<file path="src/sv/nqf_pkg.sv">
`timescale 1ns / 1ps
`default_nettype none
// ----------------------------------------------------------------------------
// nqf_pkg
// Shared types for the N-Queens first-solution finder: result codes,
// controller states and the command/status bundles between the two halves.
// ----------------------------------------------------------------------------
package nqf_pkg;

    localparam int unsigned SIZE_W   = 5;
    localparam int unsigned STATUS_W = 2;
    localparam int unsigned FIELD_W  = 4;

    typedef enum logic [STATUS_W-1:0] {
        RES_SOLUTION = 2'd0,
        RES_NONE     = 2'd1,
        RES_INVALID  = 2'd2
    } t_result;

    typedef enum logic [2:0] {
        ST_IDLE,
        ST_SEARCH,
        ST_SWEEP,
        ST_EMIT,
        ST_REPORT_NONE,
        ST_REPORT_BAD
    } t_state;

    // Commands from the controller to the datapath
    typedef struct packed {
        logic    start;     // latch size, clear masks and depth
        logic    place;     // put a queen at the current square, go one column deeper
        logic    next_row;  // try the next row in this column
        logic    pop;       // lift the queen of the previous column, resume after it
        logic    sweep;     // build the row-to-column table, one column a cycle
        logic    emit;      // load one solution row into the output register
        logic    report;    // load a single status beat into the output register
        t_result code;      // status code for report
    } t_cmd;

    // Status from the datapath to the controller
    typedef struct packed {
        logic size_bad;
        logic col_done;
        logic col_zero;
        logic r_lt_n;
        logic sq_free;
        logic row_last;
        logic out_free;
    } t_stat;

endpackage
`default_nettype wire

</file>
<file path="src/sv/n_queens_first_solution.sv">
`timescale 1ns / 1ps
`default_nettype none
// ----------------------------------------------------------------------------
// n_queens_first_solution
// First N-Queens placement by depth-first backtracking, one row per beat.
//
// Input channel: i_valid / o_stall carry a board size. A beat is taken only
// while the block is idle; o_stall is high from the accepted beat until the
// last result of that request has been loaded into the output register.
// Output channel: o_valid / i_stall. For a solvable size N the block sends N
// beats, one per board row in ascending order, giving the queen's column;
// the final beat has o_last set. Sizes 2 and 3 give one "no solution" beat,
// sizes 0 and above MAX_SIZE one "invalid" beat.
// Timing: one search step per cycle (test one square, or place, or lift one
// queen), then a sweep that inverts the row stack into a row-to-column table,
// then N output beats. The run time of a request is dominated by the
// backtracking search. A new board size is taken while the last result
// still waits.
// Reset (synchronous, active low) returns to idle and drops o_valid.
// A stalled receiver holds the output register and pauses emission.
// ----------------------------------------------------------------------------
module n_queens_first_solution
    import nqf_pkg::*;
#(
    parameter int unsigned MAX_SIZE = 16
) (
    input  wire logic                i_clk,
    input  wire logic                i_rst_n,
    input  wire logic                i_valid,
    output logic                     o_stall,
    input  wire logic [SIZE_W-1:0]   i_board_size,
    output logic                     o_valid,
    input  wire logic                i_stall,
    output logic [STATUS_W-1:0]      o_status,
    output logic [FIELD_W-1:0]       o_row_index,
    output logic [FIELD_W-1:0]       o_queen_column,
    output logic                     o_last
);

    t_cmd  cmd;
    t_stat stat;

    // Sequencer: search, sweep, emit or report
    nqf_ctrl u_ctrl (
        .i_clk   (i_clk),
        .i_rst_n (i_rst_n),
        .i_valid (i_valid),
        .i_stat  (stat),
        .o_cmd   (cmd),
        .o_stall (o_stall)
    );

    // Stack, masks, result table and output register
    nqf_dp #(
        .MAX_SIZE (MAX_SIZE)
    ) u_dp (
        .i_clk          (i_clk),
        .i_rst_n        (i_rst_n),
        .i_board_size   (i_board_size),
        .i_stall        (i_stall),
        .i_cmd          (cmd),
        .o_stat         (stat),
        .o_valid        (o_valid),
        .o_status       (o_status),
        .o_row_index    (o_row_index),
        .o_queen_column (o_queen_column),
        .o_last         (o_last)
    );

endmodule
`default_nettype wire

</file>
<file path="src/sv/nqf_ctrl.sv">
`timescale 1ns / 1ps
`default_nettype none
// ----------------------------------------------------------------------------
// nqf_ctrl
// Sequencer for the backtracking search, the table sweep and result output.
// ----------------------------------------------------------------------------
module nqf_ctrl
    import nqf_pkg::*;
(
    input  wire logic  i_clk,
    input  wire logic  i_rst_n,
    input  wire logic  i_valid,
    input  wire t_stat i_stat,
    output t_cmd       o_cmd,
    output logic       o_stall
);

    t_state r_state;
    t_state n_state;

    always_ff @(posedge i_clk) begin
        if (!i_rst_n) begin
            r_state <= ST_IDLE;
        end else begin
            r_state <= n_state;
        end
    end

    always_comb begin
        n_state = r_state;
        o_cmd   = '0;
        o_cmd.code = RES_SOLUTION;
        o_stall = (r_state != ST_IDLE);
        unique case (r_state)
            ST_IDLE: begin
                if (i_valid) begin
                    o_cmd.start = 1'b1;
                    n_state     = ST_SEARCH;
                end
            end
            ST_SEARCH: begin
                if (i_stat.size_bad) begin
                    n_state = ST_REPORT_BAD;
                end else if (i_stat.col_done) begin
                    n_state = ST_SWEEP;
                end else if (i_stat.r_lt_n) begin
                    if (i_stat.sq_free) begin
                        o_cmd.place = 1'b1;
                    end else begin
                        o_cmd.next_row = 1'b1;
                    end
                end else if (i_stat.col_zero) begin
                    n_state = ST_REPORT_NONE;
                end else begin
                    o_cmd.pop = 1'b1;
                end
            end
            ST_SWEEP: begin
                o_cmd.sweep = 1'b1;
                if (i_stat.row_last) begin
                    n_state = ST_EMIT;
                end
            end
            ST_EMIT: begin
                if (i_stat.out_free) begin
                    o_cmd.emit = 1'b1;
                    if (i_stat.row_last) begin
                        n_state = ST_IDLE;
                    end
                end
            end
            ST_REPORT_NONE: begin
                o_cmd.code = RES_NONE;
                if (i_stat.out_free) begin
                    o_cmd.report = 1'b1;
                    n_state      = ST_IDLE;
                end
            end
            ST_REPORT_BAD: begin
                o_cmd.code = RES_INVALID;
                if (i_stat.out_free) begin
                    o_cmd.report = 1'b1;
                    n_state      = ST_IDLE;
                end
            end
            default: begin
                n_state = ST_IDLE;
            end
        endcase
    end

endmodule
`default_nettype wire

</file>
<file path="src/sv/nqf_dp.sv">
`timescale 1ns / 1ps
`default_nettype none
// ----------------------------------------------------------------------------
// nqf_dp
// Search datapath: row stack, occupancy masks, row scan, result table and
// the output register.
// ----------------------------------------------------------------------------
module nqf_dp
    import nqf_pkg::*;
#(
    parameter int unsigned MAX_SIZE = 16
) (
    input  wire logic                i_clk,
    input  wire logic                i_rst_n,
    input  wire logic [SIZE_W-1:0]   i_board_size,
    input  wire logic                i_stall,
    input  wire t_cmd                i_cmd,
    output t_stat                    o_stat,
    output logic                     o_valid,
    output logic [STATUS_W-1:0]      o_status,
    output logic [FIELD_W-1:0]       o_row_index,
    output logic [FIELD_W-1:0]       o_queen_column,
    output logic                     o_last
);

    localparam int unsigned CW  = $clog2(MAX_SIZE + 1);             // holds 0..MAX_SIZE
    localparam int unsigned RW  = (MAX_SIZE > 1) ? $clog2(MAX_SIZE) : 1;
    localparam int unsigned DN  = 2 * MAX_SIZE - 1;                 // diagonals
    localparam int unsigned DW  = (DN > 1) ? $clog2(DN) : 1;
    localparam int unsigned XW  = (CW > SIZE_W) ? CW : SIZE_W;      // compare width
    localparam int unsigned SW  = XW + 1;                           // diagonal sums

    logic [SIZE_W-1:0]   r_n;
    logic [CW-1:0]       r_col;
    logic [CW-1:0]       r_row;
    logic [MAX_SIZE-1:0] r_rows;
    logic [DN-1:0]       r_down;
    logic [DN-1:0]       r_up;
    logic [RW-1:0]       r_roc [MAX_SIZE];   // row of each column
    logic [RW-1:0]       r_cor [MAX_SIZE];   // column of each row

    logic                r_out_valid;
    logic [STATUS_W-1:0] r_out_status;
    logic [FIELD_W-1:0]  r_out_row;
    logic [FIELD_W-1:0]  r_out_col;
    logic                r_out_last;

    logic [CW-1:0] col_m1;
    logic [RW-1:0] pop_row;
    logic [SW-1:0] d_cur;
    logic [SW-1:0] u_cur;
    logic [SW-1:0] d_pop;
    logic [SW-1:0] u_pop;
    logic [RW-1:0] row_i;
    logic [RW-1:0] col_i;
    logic [RW-1:0] pop_i;
    logic          out_free;
    logic          row_last;

    assign row_i   = r_row[RW-1:0];
    assign col_i   = r_col[RW-1:0];
    assign col_m1  = r_col - CW'(1);
    assign pop_i   = col_m1[RW-1:0];
    assign pop_row = r_roc[pop_i];

    // Diagonal indexes: down = r + n - 1 - c, up = r + c
    assign d_cur = SW'(r_row) + SW'(r_n) - SW'(1) - SW'(r_col);
    assign u_cur = SW'(r_row) + SW'(r_col);
    assign d_pop = SW'(pop_row) + SW'(r_n) - SW'(1) - SW'(col_m1);
    assign u_pop = SW'(pop_row) + SW'(col_m1);

    assign out_free = !r_out_valid || !i_stall;
    assign row_last = (XW'(r_row) + XW'(1)) == XW'(r_n);

    always_comb begin
        o_stat          = '0;
        o_stat.size_bad = (r_n == '0) || (XW'(r_n) > XW'(MAX_SIZE));
        o_stat.col_done = XW'(r_col) == XW'(r_n);
        o_stat.col_zero = (r_col == '0);
        o_stat.r_lt_n   = XW'(r_row) < XW'(r_n);
        o_stat.sq_free  = !r_rows[row_i] && !r_down[d_cur[DW-1:0]]
                          && !r_up[u_cur[DW-1:0]];
        o_stat.row_last = row_last;
        o_stat.out_free = out_free;
    end

    // Search state
    always_ff @(posedge i_clk) begin
        if (!i_rst_n) begin
            r_n    <= '0;
            r_col  <= '0;
            r_row  <= '0;
            r_rows <= '0;
            r_down <= '0;
            r_up   <= '0;
        end else if (i_cmd.start) begin
            r_n    <= i_board_size;
            r_col  <= '0;
            r_row  <= '0;
            r_rows <= '0;
            r_down <= '0;
            r_up   <= '0;
        end else if (i_cmd.place) begin
            r_rows[row_i]          <= ~r_rows[row_i];
            r_down[d_cur[DW-1:0]]  <= ~r_down[d_cur[DW-1:0]];
            r_up[u_cur[DW-1:0]]    <= ~r_up[u_cur[DW-1:0]];
            r_col                  <= r_col + CW'(1);
            r_row                  <= '0;
        end else if (i_cmd.next_row) begin
            r_row <= r_row + CW'(1);
        end else if (i_cmd.pop) begin
            r_rows[pop_row]        <= ~r_rows[pop_row];
            r_down[d_pop[DW-1:0]]  <= ~r_down[d_pop[DW-1:0]];
            r_up[u_pop[DW-1:0]]    <= ~r_up[u_pop[DW-1:0]];
            r_col                  <= col_m1;
            r_row                  <= CW'(pop_row) + CW'(1);
        end else if (i_cmd.sweep || i_cmd.emit) begin
            // wrap to row zero after the last one
            r_row <= row_last ? '0 : r_row + CW'(1);
        end
    end

    // Row stack and inverted table; no reset, every read entry is written first
    always_ff @(posedge i_clk) begin
        if (i_cmd.place) begin
            r_roc[col_i] <= row_i;
        end
        if (i_cmd.sweep) begin
            r_cor[r_roc[row_i]] <= row_i;
        end
    end

    // Output register
    always_ff @(posedge i_clk) begin
        if (!i_rst_n) begin
            r_out_valid <= 1'b0;
        end else if (i_cmd.emit || i_cmd.report) begin
            r_out_valid <= 1'b1;
        end else if (!i_stall) begin
            r_out_valid <= 1'b0;
        end
    end

    always_ff @(posedge i_clk) begin
        if (i_cmd.emit) begin
            r_out_status <= RES_SOLUTION;
            r_out_row    <= FIELD_W'(r_row);
            r_out_col    <= FIELD_W'(r_cor[row_i]);
            r_out_last   <= row_last;
        end else if (i_cmd.report) begin
            r_out_status <= i_cmd.code;
            r_out_row    <= '0;
            r_out_col    <= '0;
            r_out_last   <= 1'b1;
        end
    end

    assign o_valid        = r_out_valid;
    assign o_status       = r_out_status;
    assign o_row_index    = r_out_row;
    assign o_queen_column = r_out_col;
    assign o_last         = r_out_last;

endmodule
`default_nettype wire
</file>
<file path="config.mk">
export PLATFORM = sky130hd
export DESIGN_NAME = n_queens_first_solution
export DESIGN_NICKNAME = d
export VERILOG_FILES = /design/src/sv/nqf_pkg.sv /design/src/sv/n_queens_first_solution.sv /design/src/sv/nqf_ctrl.sv /design/src/sv/nqf_dp.sv
export SDC_FILE = /design/constraint.sdc
export NUM_CORES = 1
export LEC_CHECK = 0
export ABC_AREA = 1
export BUFFER_PORTS_ARGS = -buffer_cell sky130_fd_sc_hd__buf_2
export CAP_MARGIN = 0
export CORE_MARGIN = 8
export CORE_UTILIZATION = 35
export CTS_BUF_LIST = sky130_fd_sc_hd__clkbuf_8
export CTS_CLUSTER_DIAMETER = 30
export DETAILED_ROUTE_END_ITERATION = 8
export GPL_ROUTABILITY_DRIVEN = 1
export REMOVE_ABC_BUFFERS = 1
export SETUP_SLACK_MARGIN = 0.05
export SYNTH_ARGS = -nofsm -noshare
export SYNTH_HDL_FRONTEND = slang
export SYNTH_SLANG_ARGS = --single-unit
</file>
<file path="constraint.sdc">
create_clock -name i_clk -period 6.8 [get_ports i_clk]
set_clock_uncertainty 0.1 [all_clocks]
set_input_delay 0.68 -clock i_clk [delete_from_list [all_inputs] [get_ports i_clk]]
set_output_delay 0.68 -clock i_clk [all_outputs]
set_load 0.02 [all_outputs]
</file>
Word level (Yosys, flattened, before mapping):

Memory sizes are Yosys's and may differ from the RTL's. A register that Yosys moved wholly into a read port is not among the register bits.
Cells that the tools add are included.

* register bits: 108
* memory bits (writable): 128
* memories: 2

Memory list
* u_dp.r_cor: words 16, width 4, read ports 1, clocked after memory_dff 1, write ports 1, line nqf_dp.sv:40 `logic [RW-1:0] r_cor [MAX_SIZE];`
* u_dp.r_roc: words 16, width 4, read ports 2, clocked after memory_dff 1, write ports 1, line nqf_dp.sv:39 `logic [RW-1:0] r_roc [MAX_SIZE];`

* add/sub/neg operators: 12
* magnitude comparators: 14
* eq/ne operators: 16
* muxes and demuxes: 85
* bitwise operators: 7
* reductions and logical operators: 29

Operator list (number)
* $mux 31: 6
* $bwmux 31: 4
* $mux 16: 3
* $mux 3: 12
* $mux 5: 7
* $bwmux 16: 2
* $mux 1: 29
* $mux 4: 7
* $lt 5x6->1 const B: 4
* $bmux 1 s5: 4
* $demux 1 s5: 4
* $ge 5x1->1 const B: 4
* $pmux 3 s5: 1
* $sub 5x1->5 const B: 3
* $ne 2x1->1 const B: 6
* $add 4x5->5: 2
* $add 5x1->5 const B: 2
* $add 5x5->5: 2
* $eq 5x5->1: 2
* $logic_not 5->1: 2
* $lt 4x5->1 const B: 2
* $sub 5x5->5: 2
* $bmux 1 s4: 2
* $demux 1 s4: 2
* other kinds (22): 49

Logic depth before layout (Yosys ltp):

* depth after elaboration: 17
* gate-level depth with buffers: 33

Modules after synthesis:

A second synthesis with hierarchy kept.

* cells, all modules: 2258
* area, all modules: 15859.0 µm²

Modules (own cells, without submodules)
* nqf_dp: instances 1, cells each 2203, area an instance 15552.4 µm²
* nqf_ctrl: instances 1, cells each 55, area an instance 306.5 µm²

Least setup slack after synthesis:

OpenSTA, ideal clock, no wires.

* kind: register to register
* start point: register u_dp.r_col[0]
* end point: register u_dp.r_down[11]
* data arrival time: 4.637 ns
* slack: 1.950 ns
* stages on the path, launching flop included: 29
* path buffers: 8
* period minus slack after synthesis: 4.850 ns
* path through: dfxtp_1 buf_4 inv_4 buf_6 buf_6 ha_1 buf_4 inv_4 buf_4 nand3_1 nand3_1 nand3_1 nand2_2 inv_2 fa_1 ha_1 fa_1 clkbuf_1 inv_1 clkbuf_1 o21ai_0 nand2_1 nand2_1 nand2_1 nand2_1 clkbuf_1 o21ai_0 nor2_1 nor2_1

* longest elaborated chain between the ends: 13
* elaborated cells between the ends (all ways): 47
* classes of those cells: 6 x add/sub; 4 x order compare; 2 x eq/ne; 23 x mux; 2 x bitwise; 9 x reduce/logical; 1 x memory

RTL lines
* from (decl): line nqf_dp.sv:34 `logic [CW-1:0] r_col;`
* from (signal assigned): line nqf_dp.sv:107 `r_col <= r_col + CW'(1);`
* from (signal assigned): line nqf_dp.sv:115 `r_col <= col_m1;`
* $sub 5x1->5 *: line nqf_dp.sv:62 `assign col_m1 = r_col - CW'(1);`
* net u_dp.col_m1[0]: line nqf_dp.sv:48 `logic [CW-1:0] col_m1;`
* $mem_v2 16x4
* $add 4x5->5: line nqf_dp.sv:69 `assign d_pop = SW'(pop_row) + SW'(r_n) - SW'(1) - SW'(col_m1);`
* $sub 5x1->5: line nqf_dp.sv:69
* $sub 5x5->5 *: line nqf_dp.sv:69
* $lt 5x6->1 (implied by the code) or $ge 5x1->1 (tied branches): line nqf_dp.sv:113 `r_down[d_pop[DW-1:0]] <= ~r_down[d_pop[DW-1:0]];`
* $logic_and 1x1->1 (implied by the code): line nqf_dp.sv:113
* $mux 1 (implied by the code): line nqf_dp.sv:113
* $demux 1 s5
* $bwmux 31 *: line nqf_dp.sv:113
* $mux 31 *: line nqf_dp.sv:111 `end else if (i_cmd.pop) begin`
* $mux 31 *: line nqf_dp.sv:109 `end else if (i_cmd.next_row) begin`
* $mux 31 *: line nqf_dp.sv:103 `end else if (i_cmd.place) begin`
* to (signal, indexed assignment): line nqf_dp.sv:105 `r_down[d_cur[DW-1:0]] <= ~r_down[d_cur[DW-1:0]];`
* to (signal, indexed assignment): line nqf_dp.sv:113
* to (decl): line nqf_dp.sv:37 `logic [DN-1:0] r_down;`

Mark *: on every way through the listed nets, which the timed path passes. The rest lies on a longest branch. The select of a mux whose other input is x is not followed.
A chain may end at the register's enable or synchronous reset.

Worst setup path in the final report:

* start point: register u_dp.r_col[1]
* end point: register u_dp.r_down[20]

* longest elaborated chain between the ends: 13
* elaborated cells between the ends (all ways): 47
* classes of those cells: 6 x add/sub; 4 x order compare; 2 x eq/ne; 23 x mux; 2 x bitwise; 9 x reduce/logical; 1 x memory

RTL lines (line)
* $sub 5x1->5 or $sub 5x5->5 (tied branches): nqf_dp.sv:62, nqf_dp.sv:67
* $mem_v2 16x4 or $bmux 1 s5 (tied branches)
* $add 4x5->5 or $mux 1 (tied branches): nqf_dp.sv:69, nqf_dp.sv:81, nqf_dp.sv:105
* $sub 5x1->5 or $logic_not 1->1 (tied branches): nqf_dp.sv:69, nqf_dp.sv:81
* $sub 5x5->5 or $logic_and 1x1->1 (tied branches): nqf_dp.sv:69, nqf_dp.sv:81
* $lt 5x6->1 (implied by the code) (tied with other cells): nqf_dp.sv:113
* $logic_and 1x1->1 (implied by the code) or $mux 1 (tied branches): nqf_dp.sv:113, nqf_ctrl.sv:47
* $mux 1 (implied by the code) or $mux 2 (tied branches): nqf_dp.sv:113, nqf_ctrl.sv:46
* $demux 1 s5 or $mux 3 (tied branches)
* $bwmux 31 or $mux 3 (tied branches): nqf_dp.sv:113, nqf_ctrl.sv:42
* $mux 31 or $mux 3 (tied branches): nqf_dp.sv:111, nqf_ctrl.sv:34
* $mux 31 (tied with other cells): nqf_dp.sv:109
* $mux 31 or $reduce_and 2->1 (tied branches)

Several ways; a longest one is shown, not always the timed one. The select of a mux whose other input is x is not followed.

==> results.toml <==
[clock_network]
cts_made_buffers = 67
cts_resized = 0
cts_hold_buffers = 0
cts.sinks = 240
clock_latency_ps = 630
cts_setup_buffers = 0
clk_path_buf_depth = 3
clk_pin_slew_ps = 60
cts_tree = "done"
ctsRootBufferMaster = "clkbuf_8"
htree_levels = 3

[yosys]
synth_area_per_cell_um2 = 7.142
synth_xor_area_frac = 0.01509
syn_area_um2 = 15590
synthMuxAreaShare = 0.01541
yosys.area_share.simple = 0.3453
synthArstFlopShare = 0
syn-instance-count = 2183
synth_top_family_by_area = "simple AND/OR/NAND/NOR gates"
ys.flop_type = "edfxtp_1"
synth.yosys.warnings = 0
synth_compound_area_frac = 0.09703
synth_adder_area_share = 0.04382
ys_seq_elements = 240
synth-seq-area-share = 0.3961
synth_cell_types = 50
synth_edf_count = 137

[grt]
grt_pass1_wl_um = 75720
grt_overflow = 0
track_usage = 0.1832
grt_start_max_net_pins = 105
antenna_found_initial = 0
grt_pass1_vias = 13970

[final_layout]
mostFrequentLayoutCells = "682 x nand2_1, 266 x nor2_1, 196 x inv_1, 163 x nand3_1, 137 x edfxtp_1"
final_nets = 2249
diodes = 0
stdcell_count = 2837
syn_to_final_growth_pct = 13.00
drive_gt1_frac = 0.09176
final_common_cell = "nand2_1"

[placement]
dp_cells = 2715
port_buffers = 21
hpwl_um = 31660
gp_congestion = 0.9132

[timing]
rsz0062_at_grt = "false"
setup_viol = 0
worstMarginPinSlew_ps = 1128
period_share = 0.9024
slew_violations = 0
setup_tns_ps = 0
max_clock_freq_mhz = 163.0
slew_headroom = 0.2477
hold_viol = 0
fin_crit_ps = 6136

[drt]
ant_nets = 0
vias_per_cell = 5.192
avgRoutedWirePerCell_um = 16.76
dr.pass1.iters = 6
drc = 0
via_count = 14730
routed_wirelength_um = 47540
drtIter0Drc = 1416

[critical_path]
worstSetupEndpointType = "flip-flop"
cp-start-kind = "flip-flop"
critPathArrivalTime_ps = 6590
critical_path_class = "flip-flop to flip-flop"
worstPathRequired_ps = 7250
crit_fanout = 20

[floorplanning]
core_area_um2 = 44120
initial_core_util = 0.3533
die_h_um = 227.1
die_area_um2 = 51550
ios = 22
rows = 77
die_w_um = 227.1

[power_and_ir_drop]
ir_worst_vdd_mv = 0.3099
leakagePower_nw = 7.560
pwr_density_cell_nw_per_um2 = 558.6

[run]
drv_cap = 0

[worst_hold_path]
hold_class = "input pin to flip-flop"

[outcome]
status = "finished, final reports clean"
==> worst paths after layout <==
check / from / to / slack (ps) / cells past startpoint
worst max-delay path: u_dp.r_col[1]$_SDFFE_PP0P_ / u_dp.r_down[20]$_SDFFE_PP0P_ / 660 / 26
worst min-delay path: i_board_size[0] / u_dp.r_n[0]$_SDFFE_PN0P_ / 300 / 3
worst max register to register: u_dp.r_col[1]$_SDFFE_PP0P_ / u_dp.r_down[20]$_SDFFE_PP0P_ / 660 / 26
worst min register to register: u_dp.r_up[10]$_SDFFE_PP0P_ / u_dp.r_up[10]$_SDFFE_PP0P_ / 420 / 2
==> power by group <==
group | internal, W | total, W | leakage (nW) | switching, W
sequential | 0.00172 | 0.00181 | 2.10 | 0.0000857
combinational | 0.00134 | 0.00576 | 4.63 | 0.00442
clock | 0.00149 | 0.00228 | 0.827 | 0.000788
==> through the flow <==
stage / worst slack, ps / hold WS [ps] / instance area, um2 / total power [W] / utilization
2_1_floorplan: 1126 / 395.6 / 15020 / 0.005593 / -
6_report: 663.6 / 296.6 / 17620 / 0.009842 / 0.3993
5_1_grt: 115.3 / 266.0 / 17620 / 0.01050 / 0.3993
4_1_cts: 691.1 / 259.1 / 17620 / 0.009767 / 0.3993
3_3_place_gp: 989.6 / 406.7 / 16030 / 0.007421 / 0.3632
3_5_place_dp: 700.7 / 413.3 / 16030 / 0.007450 / 0.3632
==> synth_stat cells (10+ instances only) <==
library cell  count  area, um2
fa_1             11      220.2
inv_1           184      690.7
nand3_1         163      815.8
dfxtp_1         103       2062
o211ai_1         21      157.7
nand4_1          73      456.7
buf_1            20      75.07
buf_2            20      100.1
nor2_1          266      998.5
xor2_1           16      140.1
inv_2            14      52.55
a31oi_1          10      62.56
nand3b_1         11      82.58
nand2_1         682       2560
buf_4            13      97.59
mux2i_1          24      240.2
nor2_2           11      68.82
buf_6            13      146.4
nor3_1           19      95.09
a21oi_1         124      620.6
ha_1             37      462.9
o21ai_0          95      475.5
a22oi_1          10      75.07
clkbuf_1         34      127.6
edfxtp_1        137       4114
==> registers in the layout (all words and copies together) (netlist names), named ones only <==
register and flops:
u_dp.r_up 31, u_dp.o_last 1, u_dp.r_col 5, u_dp.o_status 2, u_dp.o_row_index 4, u_ctrl.r_state 3, u_dp.r_row 5, u_dp.r_n 5
u_dp.r_cor 64, u_dp.r_roc 64, u_dp.o_valid 1, u_dp.o_queen_column 4, u_dp.r_down 31, u_dp.r_rows 16
==> per-layer routing <==
layer / vias to the layer above / track usage / share of wire
met1: 6831 / 0.2427 / 0.45
met2: 557 / 0.2968 / 0.46
met3: 103 / 0.03375 / 0.070
met4: 0 / 0.06581 / 0.025
met5: - / 0 / 0
li1: 7240 / - / -
==> layout make-up <==
type | instances | area (um2)
fillers | 4659 | 26510
multi-input cells | 1635 | 8055
flip-flops and latches | 240 | 6182
clock buffers | 76 | 1046
inverters | 207 | 792.0
well taps | 592 | 740.7
clock inverters | 46 | 545.5
repair buffers | 41 | 255.2
==> critical path, cell delays in order (launching register included) <==
cell,delay (ps)
dfxtp_1,510
inv_1,230
ha_1,580
buf_4,270
nand3_1,100
nand3_1,100
nand3_1,90
nand2_2,170
inv_2,150
fa_1,500
ha_1,350
inv_1,60
nand2_1,180
clkinv_1,510
a22oi_1,360
nand2_1,80
nand2_1,60
nand2_1,50
nand2_1,50
nand2_1,50
nand2_1,60
nand2_1,270
inv_1,690
nand4_1,200
nand3_1,160
inv_1,50
nor2_1,70
==> logic make-up (layout without fill, tap and decap cells) <==
group,Yosys count,count (layout)
AND/OR/NAND/NOR,1259,1259
AO/OA/AOI/OAI,278,278
adder cells (fa/ha/maj),48,48
flip-flops,240,240
XOR/XNOR,26,26
buffers and inverters,308,370
multiplexers,24,24
Power figures use the tool's default switching activity.
